<file path="config.mk">
export PLATFORM = sky130hd
export DESIGN_NAME = glcdpsw_rfifo
export DESIGN_NICKNAME = d
export VERILOG_FILES = /design/src/rtl/glcdpsw_pkg.sv /design/src/rtl/glcdpsw_rfifo.sv
export SDC_FILE = /design/constraint.sdc
export NUM_CORES = 1
export LEC_CHECK = 0
export BUFFER_PORTS_ARGS = -buffer_cell sky130_fd_sc_hd__buf_2
export CAP_MARGIN = 20
export CELL_PAD_IN_SITES_DETAIL_PLACEMENT = 2
export CELL_PAD_IN_SITES_GLOBAL_PLACEMENT = 2
export CORE_AREA = 2 2 97 99
export CTS_BUF_LIST = sky130_fd_sc_hd__clkbuf_4 sky130_fd_sc_hd__clkbuf_8 sky130_fd_sc_hd__clkbuf_16
export DETAILED_ROUTE_END_ITERATION = 10
export DIE_AREA = 0 0 99 101
export PLACE_DENSITY_LB_ADDON = 0.1
export SYNTH_ARGS = -nofsm -noshare
export SYNTH_HDL_FRONTEND = slang
export SYNTH_SLANG_ARGS = --single-unit
export TNS_END_PERCENT = 1
</file>
<file path="constraint.sdc">
create_clock -name i_clk -period 3.1 [get_ports i_clk]
set_input_delay 0.775 -clock i_clk [delete_from_list [all_inputs] [get_ports i_clk]]
set_output_delay 0.775 -clock i_clk [all_outputs]
set_load 0.02 [all_outputs]
</file>
<file path="src/rtl/glcdpsw_pkg.sv">
// Package for the pixel shadow writer: request codes, internal operation codes,
// the front-to-back command word and the result word. No dependencies.
package glcdpsw_pkg;

    localparam logic [1:0] REQ_SET = 2'd0;
    localparam logic [1:0] REQ_CLR = 2'd1;
    localparam logic [1:0] REQ_CHK = 2'd2;

    localparam logic [7:0] CMD_PAGE   = 8'hB8;
    localparam logic [7:0] CMD_COLUMN = 8'h40;

    typedef enum logic [1:0] {
        OP_SET,
        OP_CLR,
        OP_CHK,
        OP_CHK_OFF
    } t_op;

    typedef struct packed {
        t_op        op;
        logic [2:0] page;
        logic [2:0] bitpos;
        logic [7:0] colcmd;
        logic       left;
    } t_cmd;

    typedef struct packed {
        logic [7:0] bus_byte;
        logic       is_data;
        logic       sel_left;
        logic       sel_right;
        logic       pixel_on;
        logic       is_check;
        logic       last;
    } t_res;

endpackage

</file>
<file path="src/rtl/glcdpsw_rfifo.sv">
// Result queue of the pixel shadow writer: four result words, push/full in,
// pop/empty out. Depends on glcdpsw_pkg.
module glcdpsw_rfifo (
    input  logic              i_clk,
    input  logic              i_rst_n,
    input  logic              i_push,
    input  glcdpsw_pkg::t_res i_res,
    output logic              o_full,
    input  logic              i_pop,
    output logic              o_empty,
    output glcdpsw_pkg::t_res o_res
);
    import glcdpsw_pkg::*;

    t_res       r_mem [4];
    logic [1:0] r_wr;
    logic [1:0] r_rd;
    logic [2:0] r_cnt;
    logic       do_push;
    logic       do_pop;

    assign o_full  = r_cnt == 3'd4;
    assign o_empty = r_cnt == 3'd0;
    assign do_push = i_push && !o_full;
    assign do_pop  = i_pop && !o_empty;
    assign o_res   = r_mem[r_rd];

    always_ff @(posedge i_clk) begin
        if (do_push) begin
            r_mem[r_wr] <= i_res;
        end
    end

    always_ff @(posedge i_clk) begin
        if (!i_rst_n) begin
            r_wr  <= 2'd0;
            r_rd  <= 2'd0;
            r_cnt <= 3'd0;
        end else begin
            if (do_push) begin
                r_wr <= r_wr + 2'd1;
            end
            if (do_pop) begin
                r_rd <= r_rd + 2'd1;
            end
            r_cnt <= r_cnt + 3'(do_push ? 1 : 0) - 3'(do_pop ? 1 : 0);
        end
    end

endmodule

</file>
==> results_dict.tcl <==
set metrics [dict create \
    netlist-cell-type-count 23 \
    synth_compound_area_share_pct 0.8889 \
    synth-xor-area-share_pct 0.6914 \
    end_kind "output pin" \
    fin_crit_sh_pct 80.41 \
    crit_slowest_cell "dfxtp_1" \
    min_path_cells 2 \
    antenna_found_initial 0 \
    grt_usage_pct 10.47 \
    outcome "finished, final reports clean" \
    die_x_microns 99 \
    synthMuxAreaShare_pct 13.83 \
    whs_endpoint "r_wr[0]" \
    startpoint_type "flop" \
    m1WireLength_microns 1932 \
    cts_hold_buf 0 \
    drv_slew 0 \
    yosys.area_share.simple_pct 4.691 \
    finalCriticalPeriod_ps 2493 \
    hold_class "flop to flop" \
    clk-insertion-delay-late_ps 330 \
    synth_fa_ha_area_share_pct 3.753 \
    n_antenna_cell 0 \
    die_y_microns 101 \
    met2_length_microns 2557 \
    ys_seq_elements 65 \
    vias_per_cell 4.367 \
    critPathKind "flop to output pin" \
    max_freq_mhz 401.1 \
    r2r-end "r_cnt[2]" \
    grt_max_degree 15 \
    r2r-start "r_cnt[1]" \
    syn_area_sq_um 2534 \
    hold_start "r_wr[0]" \
    drt_wl_total_microns 4802 \
    io_pins 34 \
    cts_max_level 3 \
    cts.path.max_buffers 2 \
    finalHoldViolCount 0 \
    dieArea_sq_um 9999 \
    wl_per_cell_microns 16.79 \
    skew_ps 7.843 \
    clock-sinks 65 \
    final_util_pct 33.76 \
    gp_congestion 0.6997 \
    cp_data_required_time_ps 2320 \
    drt_iter0_markers 13 \
    power_density_nw_per_um2 792.6 \
    grt_pass1_wl_microns 7472 \
    drc 0 \
    ff2ff_setup_slack_ps 890 \
    portBuffers 33 \
    wl_met3_microns 205 \
    ys_seq_area_share_pct 73.48 \
    slew_headroom_pct 52.59 \
    initial_core_util_pct 28.22 \
    post-dp-hpwl_microns 3281 \
    place_ws_ps 578.7 \
    setup_tns_ps 0 \
    p_leak_nw 1.069 \
    yosys_warnings 0 \
    synth_top_family_by_area "multiplexers" \
    clk_pin_slew_ps 70 \
    detail-route-antenna-nets 0 \
    syn-num-nets 149 \
    dr.pass1.iters 4 \
    postCtsSetupBuffers 0 \
    numCtsBuffers 9 \
    root_buffer "clkbuf_8" \
    num_rows 35 \
    cpPeakStageDelay_ps 780 \
    grt_setup_unrepaired "no" \
    setup_viol 0 \
    synth_cells 124 \
    drive_above_1_share_pct 37.14 \
    reg2reg_depth 9 \
    worstPathArrival_ps 1720 \
    tritoncts "built" \
    worst_pin_slew_ps 710.3 \
    setup_ws_ps 607.1 \
    crit_chain "mux4_2, buf_2" \
    synth.avg_cell_area_sq_um 20.43 \
    core_area_sq_um 8977 \
    cts_resized 0 \
    top_layer "met4" \
    ir_worst_vdd_mv 0.3206 \
    grt_pass1_vias 1425 \
    overflow 0 \
    crit_path_max_fanout 14 \
    drv_cap 0 \
    layout.nets 195 \
    finalPower_mw 2.402 \
    num_vias 1249 \
    area_growth_pct 19.61 \
]
-- stage by stage --
step / cells / hold slack, ps / cell area [sq um]
2_1_floorplan: 124 / 456.0 / 2534
3_3_place_gp: 270 / 475.0 / 2845
3_5_place_dp: 270 / 508.1 / 2845
4_1_cts: 286 / 518.7 / 3030
5_1_grt: 286 / 546.0 / 3030
6_report: 286 / 511.4 / 3030
-- cells in the mapped netlist --
library cell	n	area share, %
buf_12	1	0.79
clkbuf_1	1	0.15
fa_1	1	0.79
mux2i_1	2	0.79
or3_1	1	0.25
nor2b_1	2	0.49
buf_2	2	0.40
and2_1	7	1.7
xnor2_1	1	0.35
buf_6	1	0.44
nand4bb_1	1	0.44
xor2_1	1	0.35
edfxtp_1	56	66
ha_1	6	3.0
dfxtp_1	9	7.1
nor3_2	1	0.40
a21boi_1	1	0.30
inv_1	6	0.89
mux4_2	10	8.9
nand2_1	6	0.89
o21ai_0	3	0.59
mux4_1	4	4.1
nor3b_2	1	0.49
-- report_power, final --
part / switching, mW / internal [mW] / total, mW
Sequential: 0.0581 / 1.07 / 1.12
Combinational: 0.335 / 0.268 / 0.603
Clock: 0.314 / 0.361 / 0.675
Total: 0.707 / 1.70 / 2.40
-- area by class of cell --
cell class                 count  area, sq um
fill                         883         5947
sequential                    65         1862
multi-input combinational     48        604.3
timing repair buffer          40        217.7
tap                          111        138.9
clock buffer                   9        123.9
clock inverter                 7        61.31
inverter                       6        22.52
-- state kept, by name (all words and copies together) (netlist names), named ones only --
register,cells
r_wr,2
r_rd,2
r_cnt,3
r_mem,56
-- layout by cell type (no fill, tap or decap) --
cell / count
ha_1: 6
mux4_1: 4
buf_4: 7
fa_1: 1
xor2_1: 1
bufinv_16: 1
mux4_2: 10
clkinv_1: 3
dfxtp_1: 9
buf_2: 33
edfxtp_1: 56
clkinvlp_4: 2
nor3b_2: 1
inv_1: 6
or3_1: 1
nand2_1: 6
xnor2_1: 1
o21ai_0: 3
nand4bb_1: 1
and2_1: 7
a21boi_1: 1
clkbuf_8: 9
clkinv_2: 1
nor3_2: 1
mux2i_1: 2
nor2b_1: 2
-- cell families after synthesis --
family,Yosys count
compound gates,4
simple gates,19
xor+xnor,2
fa+ha+maj,7
flops,65
buf+inv,11
mux,16
-- how the worst max path moves through the flow --
stage | to | cells past startpoint | from | slack [ps]
after floorplan | r_cnt[2] | 10 | i_push | 670
after global placement | r_cnt[2] | 10 | i_push | 650
after detailed placement | r_cnt[2] | 10 | i_push | 580
after CTS | o_res[3] | 2 | flop | 520
after global routing | o_res[10] | 2 | flop | 460
final | o_res[10] | 2 | flop | 610
-- routing by layer --
metal	vias to the layer above	GRT usage, %
met5	-	0
met4	0	6.006
met3	9	2.774
met2	27	18.61
met1	634	11.23
li1	579	-
-- critical path: cells and delay by family (launching register included) --
family / cells / cell delay (ps)
flip-flops: 1 / 780
multiplexers: 1 / 420
buffers and inverters: 1 / 180
Note: power is estimated with default switching activity, not from simulation.
