**config.mk**
```make
export PLATFORM = sky130hd
export DESIGN_NAME = glcdpsw_front
export DESIGN_NICKNAME = d
export VERILOG_FILES = /design/src/rtl/glcdpsw_pkg.sv /design/src/rtl/glcdpsw_front.sv
export SDC_FILE = /design/constraint.sdc
export NUM_CORES = 1
export LEC_CHECK = 0
export BUFFER_PORTS_ARGS = -buffer_cell sky130_fd_sc_hd__buf_2
export CAP_MARGIN = 5
export CELL_PAD_IN_SITES_DETAIL_PLACEMENT = 0
export CELL_PAD_IN_SITES_GLOBAL_PLACEMENT = 2
export CORE_UTILIZATION = 28
export CTS_CLUSTER_DIAMETER = 150
export DETAILED_ROUTE_END_ITERATION = 6
export GPL_TIMING_DRIVEN = 1
export HOLD_SLACK_MARGIN = 0.03
export PLACE_DENSITY_LB_ADDON = 0.1
export SLEW_MARGIN = 20
export SYNTH_ARGS = -nofsm -noshare
export SYNTH_HDL_FRONTEND = slang
export SYNTH_SLANG_ARGS = --single-unit
```
**constraint.sdc**
```tcl
create_clock -name i_clk -period 5 [get_ports i_clk]
set_clock_uncertainty 0.2 [all_clocks]
set_input_delay 0.25 -clock i_clk [delete_from_list [all_inputs] [get_ports i_clk]]
set_output_delay 0.25 -clock i_clk [all_outputs]
set_load 0.01 [all_outputs]
```
**src/rtl/glcdpsw_pkg.sv**
```systemverilog
// Package for the pixel shadow writer: request codes, internal operation codes,
// the front-to-back command word and the result word. No dependencies.
package glcdpsw_pkg;

    localparam logic [1:0] REQ_SET = 2'd0;
    localparam logic [1:0] REQ_CLR = 2'd1;
    localparam logic [1:0] REQ_CHK = 2'd2;

    localparam logic [7:0] CMD_PAGE   = 8'hB8;
    localparam logic [7:0] CMD_COLUMN = 8'h40;

    typedef enum logic [1:0] {
        OP_SET,
        OP_CLR,
        OP_CHK,
        OP_CHK_OFF
    } t_op;

    typedef struct packed {
        t_op        op;
        logic [2:0] page;
        logic [2:0] bitpos;
        logic [7:0] colcmd;
        logic       left;
    } t_cmd;

    typedef struct packed {
        logic [7:0] bus_byte;
        logic       is_data;
        logic       sel_left;
        logic       sel_right;
        logic       pixel_on;
        logic       is_check;
        logic       last;
    } t_res;

endpackage

```
**src/rtl/glcdpsw_front.sv**
```systemverilog
// Front of the pixel shadow writer: accepts request words, classifies them and
// queues commands for the back. Depends on glcdpsw_pkg.
module glcdpsw_front #(
    parameter int PAGES   = 8,
    parameter int COLUMNS = 128,
    localparam int ADDR_W = $clog2(PAGES * COLUMNS)
) (
    input  logic                i_clk,
    input  logic                i_rst_n,
    input  logic                i_push,
    output logic                o_full,
    input  logic [1:0]          i_req_type,
    input  logic [7:0]          i_pixel_row,
    input  logic [7:0]          i_pixel_col,
    input  logic                i_busy,
    output logic                o_q_valid,
    output glcdpsw_pkg::t_cmd   o_q_cmd,
    output logic [ADDR_W-1:0]   o_q_addr,
    input  logic                i_q_pop
);
    import glcdpsw_pkg::*;

    localparam int ROWS = PAGES * 8;
    localparam int HALF = COLUMNS / 2;

    t_cmd              r_q_cmd  [2];
    logic [ADDR_W-1:0] r_q_addr [2];
    logic              r_wr;
    logic              r_rd;
    logic [1:0]        r_cnt;

    logic              on_panel;
    logic              keep;
    logic              accept;
    t_cmd              cmd;
    logic [ADDR_W-1:0] addr;

    assign on_panel = (i_pixel_row < 8'(ROWS)) && (i_pixel_col < 8'(COLUMNS));
    assign addr     = ADDR_W'(32'(i_pixel_row[5:3]) * 32'(COLUMNS) + 32'(i_pixel_col));

    always_comb begin
        cmd.page   = i_pixel_row[5:3];
        cmd.bitpos = i_pixel_row[2:0];
        cmd.left   = i_pixel_col < 8'(HALF);
        cmd.colcmd = CMD_COLUMN + (cmd.left ? i_pixel_col : i_pixel_col - 8'(HALF));
        cmd.op     = OP_SET;
        keep       = 1'b0;
        case (i_req_type)
            REQ_SET: begin
                cmd.op = OP_SET;
                keep   = on_panel;
            end
            REQ_CLR: begin
                cmd.op = OP_CLR;
                keep   = on_panel;
            end
            REQ_CHK: begin
                cmd.op = on_panel ? OP_CHK : OP_CHK_OFF;
                keep   = 1'b1;
            end
            default: keep = 1'b0;
        endcase
    end

    assign o_full    = (r_cnt == 2'd2) || i_busy;
    assign accept    = i_push && !o_full;
    assign o_q_valid = r_cnt != 2'd0;
    assign o_q_cmd   = r_q_cmd[r_rd];
    assign o_q_addr  = r_q_addr[r_rd];

    always_ff @(posedge i_clk) begin
        if (accept && keep) begin
            r_q_cmd[r_wr]  <= cmd;
            r_q_addr[r_wr] <= addr;
        end
    end

    always_ff @(posedge i_clk) begin
        if (!i_rst_n) begin
            r_wr  <= 1'b0;
            r_rd  <= 1'b0;
            r_cnt <= 2'd0;
        end else begin
            if (accept && keep) begin
                r_wr <= !r_wr;
            end
            if (i_q_pop) begin
                r_rd <= !r_rd;
            end
            r_cnt <= r_cnt + 2'((accept && keep) ? 1 : 0) - 2'(i_q_pop ? 1 : 0);
        end
    end

endmodule

```
==> results of run 1 <==
-- power by group --
| part | internal [W] | switching, W |
|---|---|---|
| Clock | 0.0000932 | 0.000117 |
| Combinational | 0.0000557 | 0.0000444 |
| Sequential | 0.000442 | 0.0000114 |
| Total | 0.000591 | 0.000173 |
-- cells in the mapped netlist --
library cell	n
edfxtp_1	42
mux2_2	21
buf_4	8
ha_1	6
dfxtp_1	5
inv_1	5
and2_1	4
nor2_1	3
nand2_1	2
nand2b_1	2
xnor2_1	2
xor2_1	2
a21boi_0	1
a21oi_1	1
and2_2	1
clkbuf_1	1
mux2i_1	1
nor3_1	1
o2111a_2	1
or2_2	1
or2b_1	1
or3_1	1
-- path summary, 6_finish.rpt --
path,start,to,slack (ns),depth (start not counted)
setup / recovery,flip-flop,o_q_cmd[8],2.70,2
hold / removal,i_rst_n,flip-flop,0.04,2
setup reg to reg,r_cnt[0],r_cnt[1],3.05,9
hold reg to reg,r_wr,r_wr,0.32,2
-- final cells by class --
class	instances	area, µm²	share of cell area
Sequential cell	47	1360	0.561
Multi-Input combinational cell	51	478	0.197
Timing Repair Buffer	65	395	0.163
Tap cell	77	96.3	0.0397
Clock buffer	5	68.8	0.0284
Inverter	5	18.8	0.00773
Clock inverter	2	8.76	0.00361
-- metal layers --
metal | track usage | vias up
li1 | - | 526
met1 | 0.103 | 512
met2 | 0.165 | 23
met3 | 0.0295 | 4
met4 | 0.0277 | 0
met5 | 0 | -
-- worst register-to-register path: stages, from the launching register on --
cell and delay [ns]:
dfxtp_1 0.34, nand2b_1 0.13, o2111a_2 0.22, inv_1 0.08, ha_1 0.27, inv_1 0.04
ha_1 0.18, xnor2_1 0.13, xnor2_1 0.12, and2_1 0.14
-- kinds of logic (layout without fill, tap and decap cells) --
group | Yosys count | count (layout) | share of synthesized area
simple gates | 16 | 16 | 0.0464
compound gates | 3 | 3 | 0.0131
mux | 22 | 22 | 0.129
fa+ha+maj | 6 | 6 | 0.0392
xor+xnor | 4 | 4 | 0.0183
buf+inv | 14 | 77 | 0.0431
flops | 47 | 47 | 0.711
-- flip-flops by register name (all words and copies together), names as in the netlist, named ones only --
| signal | count |
|---|---|
| r_q_cmd | 22 |
| r_q_addr | 20 |
| r_cnt | 2 |
| r_rd | 1 |
| r_wr | 1 |
-- per-stage QoR --
| stage | setup slack (ns) | instances | power [W] | hold slack [ns] |
|---|---|---|---|---|
| 2_1_floorplan | 2.80 | 112 | 0.000522 | 0.149 |
| 3_3_place_gp | 2.67 | 231 | 0.000556 | 0.241 |
| 3_5_place_dp | 2.62 | 231 | 0.000557 | 0.243 |
| 4_1_cts | 2.41 | 252 | 0.000776 | 0.0308 |
| 5_1_grt | 2.58 | 252 | 0.000799 | 0.0395 |
| 6_report | 2.70 | 252 | 0.000764 | 0.0358 |
==> reports/qor.csv, run 1 <==
stage,metric,value,unit
logic_synthesis,synthTopCellsByArea,"edfxtp_1 66%, mux2_2 12%, dfxtp_1 5.2%",
placed_design,place_congestion,0.709,
floorplan,start_util,0.296,
final_layout,area.growth.synth_to_final,26.8,%
placed_design,portBuffers,51,
setup_path,arrival,1.85,ns
cts,clkTransAtPathRegs,0.08,ns
final_layout,final_cell_mix,"51 x buf_2, 42 x edfxtp_1, 21 x mux2_2",
final_layout,final_util,0.376,
setup_path,critPathRequiredTime,4.55,ns
final_layout,drive_above_1_share,0.469,
timing,fmax,435,MHz
setup_path,path_class,reg -> out,
grt,grt_pass1_vias,1064,
setup_path,path_cells,mux2_2 -> buf_2,
cts,cts-resized-gates,0,
route,drcViolationCount,0,
logic_synthesis,ys_seq_elements,47,
logic_synthesis,yosysTopAreaCell,edfxtp_1,
placed_design,dp_hpwl,2170,µm
final_layout,fill_cells,643,
floorplan,rows,29,
cts,clock_path_buffers,2,
cts,cts-hold-fix-buffers,14,
setup_path,endpoint_kind,output port,
cts,clock_sinks,47,
power,peakVddDrop,0.147,mV
setup_path,startpoint_type,flip-flop,
logic_synthesis,synth_area_per_cell,17.1,µm²
logic_synthesis,ys_seq_area_frac,0.711,
grt,grtUsageTotal,0.0914,
grt,antenna_found_initial,0,
cts,post_cts_buffers,0,
timing,hold_violations,0,
timing,worstMarginPinSlew,0.986,ns
min_path,worstHoldPathType,in -> reg,
route,initialDrtViolationCount,39,
route,met1Wirelength,1380,µm
setup_path,cp.buffers_inverters,1,
timing,timing.final.crit_period,2.30,ns
timing,slew_headroom,0.342,
cts,insertion_delay,0.29,ns
route,dr_wl_met3,113,µm
timing,setup_viol,0,
route,post_drt_wl_per_cell,12.6,µm
grt,grt_max_degree,22,
timing,maxSlewViolCount,0,
power,p_leak,0.936,nW
logic_synthesis,synth_cells,112,
setup_path,path_delay_family,flip-flops,
timing,period_share,0.460,
cts,cts_tree,built,
route,firstDrtPassIters,6,
route,viasPerCell,4.23,
cts,root_buffer,clkbuf_8,
logic_synthesis,synth_cell_type_count,22,
route,highest_layer,met4,
timing,grt_setup_unrepaired,false,
run_status,outcome,"complete, no violations",
floorplan,ioPinCount,52,
setup_path,cp_max_fo,21,
floorplan,core,6460,µm²
final_layout,insertedDiodeCount,0,
logic_synthesis,synth_nets,141,
final_layout,nNetsFinal,204,
final_layout,final_common_cell,buf_2,
logic_synthesis,yosysWarningCount,0,
setup_path,crit_path_max_incr_delay,0.97,ns
logic_synthesis,synth_top_cell_area_share,0.659,
route,postRouteAntennaNets,0,
logic_synthesis,syn_area,1910,µm²
job,cap_violations,0,
floorplan,die_area,7170,µm²
grt,grt_overflow,0,
timing,setup_tns,0,ns
placed_design,dpl-instance-area,2200,µm²
cts,cts_buffers,5,
grt,grt_first_pass_wirelength,4930,µm
floorplan,die_x,84.7,µm
route,drt_wl_total,3180,µm
floorplan,die_h,84.7,µm
setup_path,critPathSlowestCell,dfxtp_1,
route,wl_met2,1660,µm
final_layout,fin_area,2430,µm²
route,dr_total_vias,1065,
cts,cts_max_level,2,
power,power_density,315,nW/µm²
(Power assumes the default switching activity.)
==> inputs of run 2 (changes only) <==
ABC_AREA = 1   (was default)
clock period = 2.4 ns   (was 5 ns; I/O delays follow)
==> run 2 against run 1 <==
Clock power rose to 2.6 times the previous value. Hold slack improved by 0.010 ns. Via count rose by 6.2%. Sequential share of layout area fell by 3.7 points. First-iteration DRC count fell by 10%. Clock-buffer cell count rose by 2. Highest routed layer unchanged. Sequential power rose by 100%. Die area rose by 3.9%. Combinational power rose by 110%. Cell count rose by 13%. Synthesized cell count rose by 8.0%.
==> reports/qor.csv, run 2 <==
stage,metric,value,unit,change
cts,root_buffer,clkbuf_8,,
setup_path,cp.buffers_inverters,4,,+3
power,p_int,0.00134,W,+130%
floorplan,ioPinCount,52,,unchanged
route,viasPerCell,3.95,,-6.4%
setup_path,crit_path_max_incr_delay,0.53,ns,-0.44 ns
power,seq_power_share,0.551,,-0.043
cts,insertion_delay,0.29,ns,about the same
placed_design,place_congestion,0.688,,-2.9%
route,initialDrtViolationCount,35,,-10%
logic_synthesis,synthTopCellsByCount,"42 x edfxtp_1, 20 x mux2_4, 9 x inv_1, 9 x nand2_1, 8 x nor2_1",,
cts,cts_max_level,2,,unchanged
grt,grt_overflow,0,,unchanged
min_path,worstHoldPathType,in -> reg,,
final_layout,insertedDiodeCount,0,,unchanged
logic_synthesis,synth_area_per_cell,16.5,µm²,-3.7%
floorplan,die_h,86.3,µm,+1.9%
cts,cts_buffers,5,,unchanged
final_layout,final_common_cell,buf_2,,
power,clockPowerShare,0.327,,+0.052
timing,slew_headroom,0.647,,+0.305
floorplan,die_area,7450,µm²,+3.9%
timing,period_share,0.848,,
setup_path,path_delay_family,buffers and inverters,,
grt,grt_first_pass_wirelength,5200,µm,+5.6%
route,dr_total_vias,1131,,+6.2%
cts,post_cts_buffers,0,,unchanged
cts,cts-resized-gates,0,,unchanged
timing,setup_tns,0,ns,unchanged
grt,grt_pass1_vias,1103,,+3.7%
final_layout,reg.largest.list,"r_q_cmd x22, r_q_addr x20, r_cnt x2",,
logic_synthesis,yosysTopAreaCell,edfxtp_1,,
final_layout,fill_cells,699,,+8.7%
power,peakVddDrop,0.282,mV,+91%
final_layout,final_cell_mix,"51 x buf_2, 42 x edfxtp_1, 20 x mux2_4",,
setup_path,cp_max_fo,5,,-76%
power,power_density,650,nW/µm²,+110%
final_layout,largest-register,r_q_cmd,,
cts,clock_path_buffers,2,,unchanged
final_layout,drive_above_1_share,0.458,,-0.0107
logic_synthesis,synthArstFlopShare,0,,unchanged
final_layout,final_util,0.380,,+0.00458
setup_path,critPathRequiredTime,2.42,ns,-2.13 ns
logic_synthesis,synth_ff_type,edfxtp_1,,
logic_synthesis,ys_seq_area_frac,0.684,,-0.0273
setup_path,path_cells,dlygate4sd3_1 -> buf_2 -> inv_1 -> nand2_1 -> nand2_2 -> nand2_1 -> ha_1 -> inv_1 -> ha_1 -> xnor2_1 -> o21ai_0 -> a21oi_1,,
timing,maxSlewViolCount,0,,unchanged
run_status,outcome,"complete, no violations",,
setup_path,path_class,in -> reg,,
logic_synthesis,synth_nets,150,,+6.4%
power,p_switching,0.000347,W,+100%
logic_synthesis,synth_cells,121,,+8.0%
timing,worstMarginPinSlew,0.529,ns,-0.456 ns
placed_design,portBuffers,51,,unchanged
power,power_switching_share,0.206,,-0.0203
floorplan,start_util,0.291,,-0.00500
cts,cts_tree,built,,
logic_synthesis,ys_seq_elements,47,,unchanged
setup_path,critPathSlowestCell,dlygate4sd3_1,,
floorplan,core,6830,µm²,+5.8%
setup_path,startpoint_type,primary input,,
grt,antenna_found_initial,0,,unchanged
grt,grt_max_degree,22,,unchanged
cts,clock_sinks,47,,unchanged
logic_synthesis,synth_top_cell_area_share,0.634,,-0.0253
logic_synthesis,syn_area,1990,µm²,+4.0%
power,p_leak,1.08,nW,+15%
floorplan,die_x,86.3,µm,+1.9%
timing,setup_viol,0,,unchanged
final_layout,area.growth.synth_to_final,30.5,%,
timing,fmax,491,MHz,
final_layout,largest_reg_flops,22,,unchanged
route,drt_wl_total,3300,µm,+3.7%
final_layout,nNetsFinal,218,,+6.9%
setup_path,endpoint_kind,flip-flop,,
timing,hold_violations,0,,unchanged
floorplan,rows,30,,+3.4%
placed_design,dp_hpwl,2270,µm,+4.6%
setup_path,arrival,2.06,ns,+0.21 ns
timing,grt_setup_unrepaired,false,,
route,postRouteAntennaNets,0,,unchanged
logic_synthesis,yosysWarningCount,0,,unchanged
power,comb_power_share,0.123,,-0.008
grt,grtUsageTotal,0.0951,,+0.00368
power,power,0.00169,W,+120%
cts,clkTransAtPathRegs,0.08,ns,about the same
route,firstDrtPassIters,4,,-2
logic_synthesis,synth_cell_type_count,19,,-14%
logic_synthesis,synth-edff-count,42,,unchanged
logic_synthesis,synth_most_common_cell,edfxtp_1,,
job,cap_violations,0,,unchanged
logic_synthesis,synthTopCellsByArea,"edfxtp_1 63%, mux2_4 15%, dfxtp_1 5.0%",,
route,drcViolationCount,0,,unchanged
route,post_drt_wl_per_cell,11.5,µm,-8.6%
timing,timing.final.crit_period,2.04,ns,
-- run 2: cell count changes in the layout (fill, tap and decap cells not counted), sizes merged, moves of 2 or more --
cell,change
a21oi,+2
clkinv,-2
nand2b,-2
inv,+4
clkbuf,+2
buf,+3
dlygate4sd3,+2
nor2,+6
and2,-5
nand2,+9
-- run 2: path summary, 6_finish.rpt --
| check | start | to | slack (ns) | depth (start not counted) |
|---|---|---|---|---|
| worst max-delay path | i_pixel_col[7] | r_cnt[1] | 0.36 | 12 |
| worst min-delay path | i_req_type[1] | r_q_cmd[0][16] | 0.05 | 2 |
| worst max register to register | r_cnt[0] | r_cnt[1] | 0.48 | 11 |
| worst min register to register | r_rd | r_rd | 0.30 | 2 |
-- run 2: layer usage --
layer | share of wire | global-route usage
met1 | 0.39 | 0.0987
met2 | 0.54 | 0.172
met3 | 0.051 | 0.0343
met4 | 0.018 | 0.0409
met5 | 0 | 0
-- run 2: logic make-up (layout without fill, tap and decap cells) --
group	Yosys count	in the layout	share of synthesized area
AO/OA/AOI/OAI	4	4	0.0101
XOR/XNOR	2	2	0.00880
multiplexers	21	21	0.157
buffers and inverters	18	87	0.0528
AND/OR/NAND/NOR	23	23	0.0503
adder cells (fa/ha/maj)	6	6	0.0377
flip-flops	47	47	0.684
-- run 2: metrics by stage --
| step | setup WS (ns) | hold WS (ns) | std cells | cell area, µm² |
|---|---|---|---|---|
| detailed placement | 0.496 | 0.112 | 262 | 2330 |
| global placement | 0.600 | 0.110 | 262 | 2330 |
| global route | 0.238 | 0.0503 | 286 | 2600 |
| CTS | 0.337 | 0.0371 | 286 | 2600 |
| floorplan | 0.212 | 0.0135 | 121 | 1990 |
| finish | 0.365 | 0.0460 | 286 | 2600 |
-- run 2: area by class of cell --
cell class / instances / area, µm² / area share
Timing Repair Buffer: 70 / 450 / 0.173
Tap cell: 96 / 120 / 0.0462
Inverter: 9 / 33.8 / 0.0130
Sequential cell: 47 / 1360 / 0.524
Multi-Input combinational cell: 56 / 527 / 0.203
Clock inverter: 1 / 30.0 / 0.0116
Clock buffer: 7 / 76.3 / 0.0294
-- run 2: power by group through the flow --
stage / Clock (W) / Combinational, W / Sequential [W]
after floorplan: 0 / 0.000130 / 0.000943
after global placement: 0 / 0.000187 / 0.000948
after detailed placement: 0 / 0.000192 / 0.000950
after CTS: 0.000576 / 0.000213 / 0.000932
after global routing: 0.000610 / 0.000230 / 0.000933
final: 0.000552 / 0.000207 / 0.000930
-- run 2: repair_timing --
| action | CTS | global route |
|---|---|---|
| hold buffers | 16 | 0 |
| endpoints found under the setup margin | 0 | 0 |
| endpoints found under the hold margin | 43 | 0 |
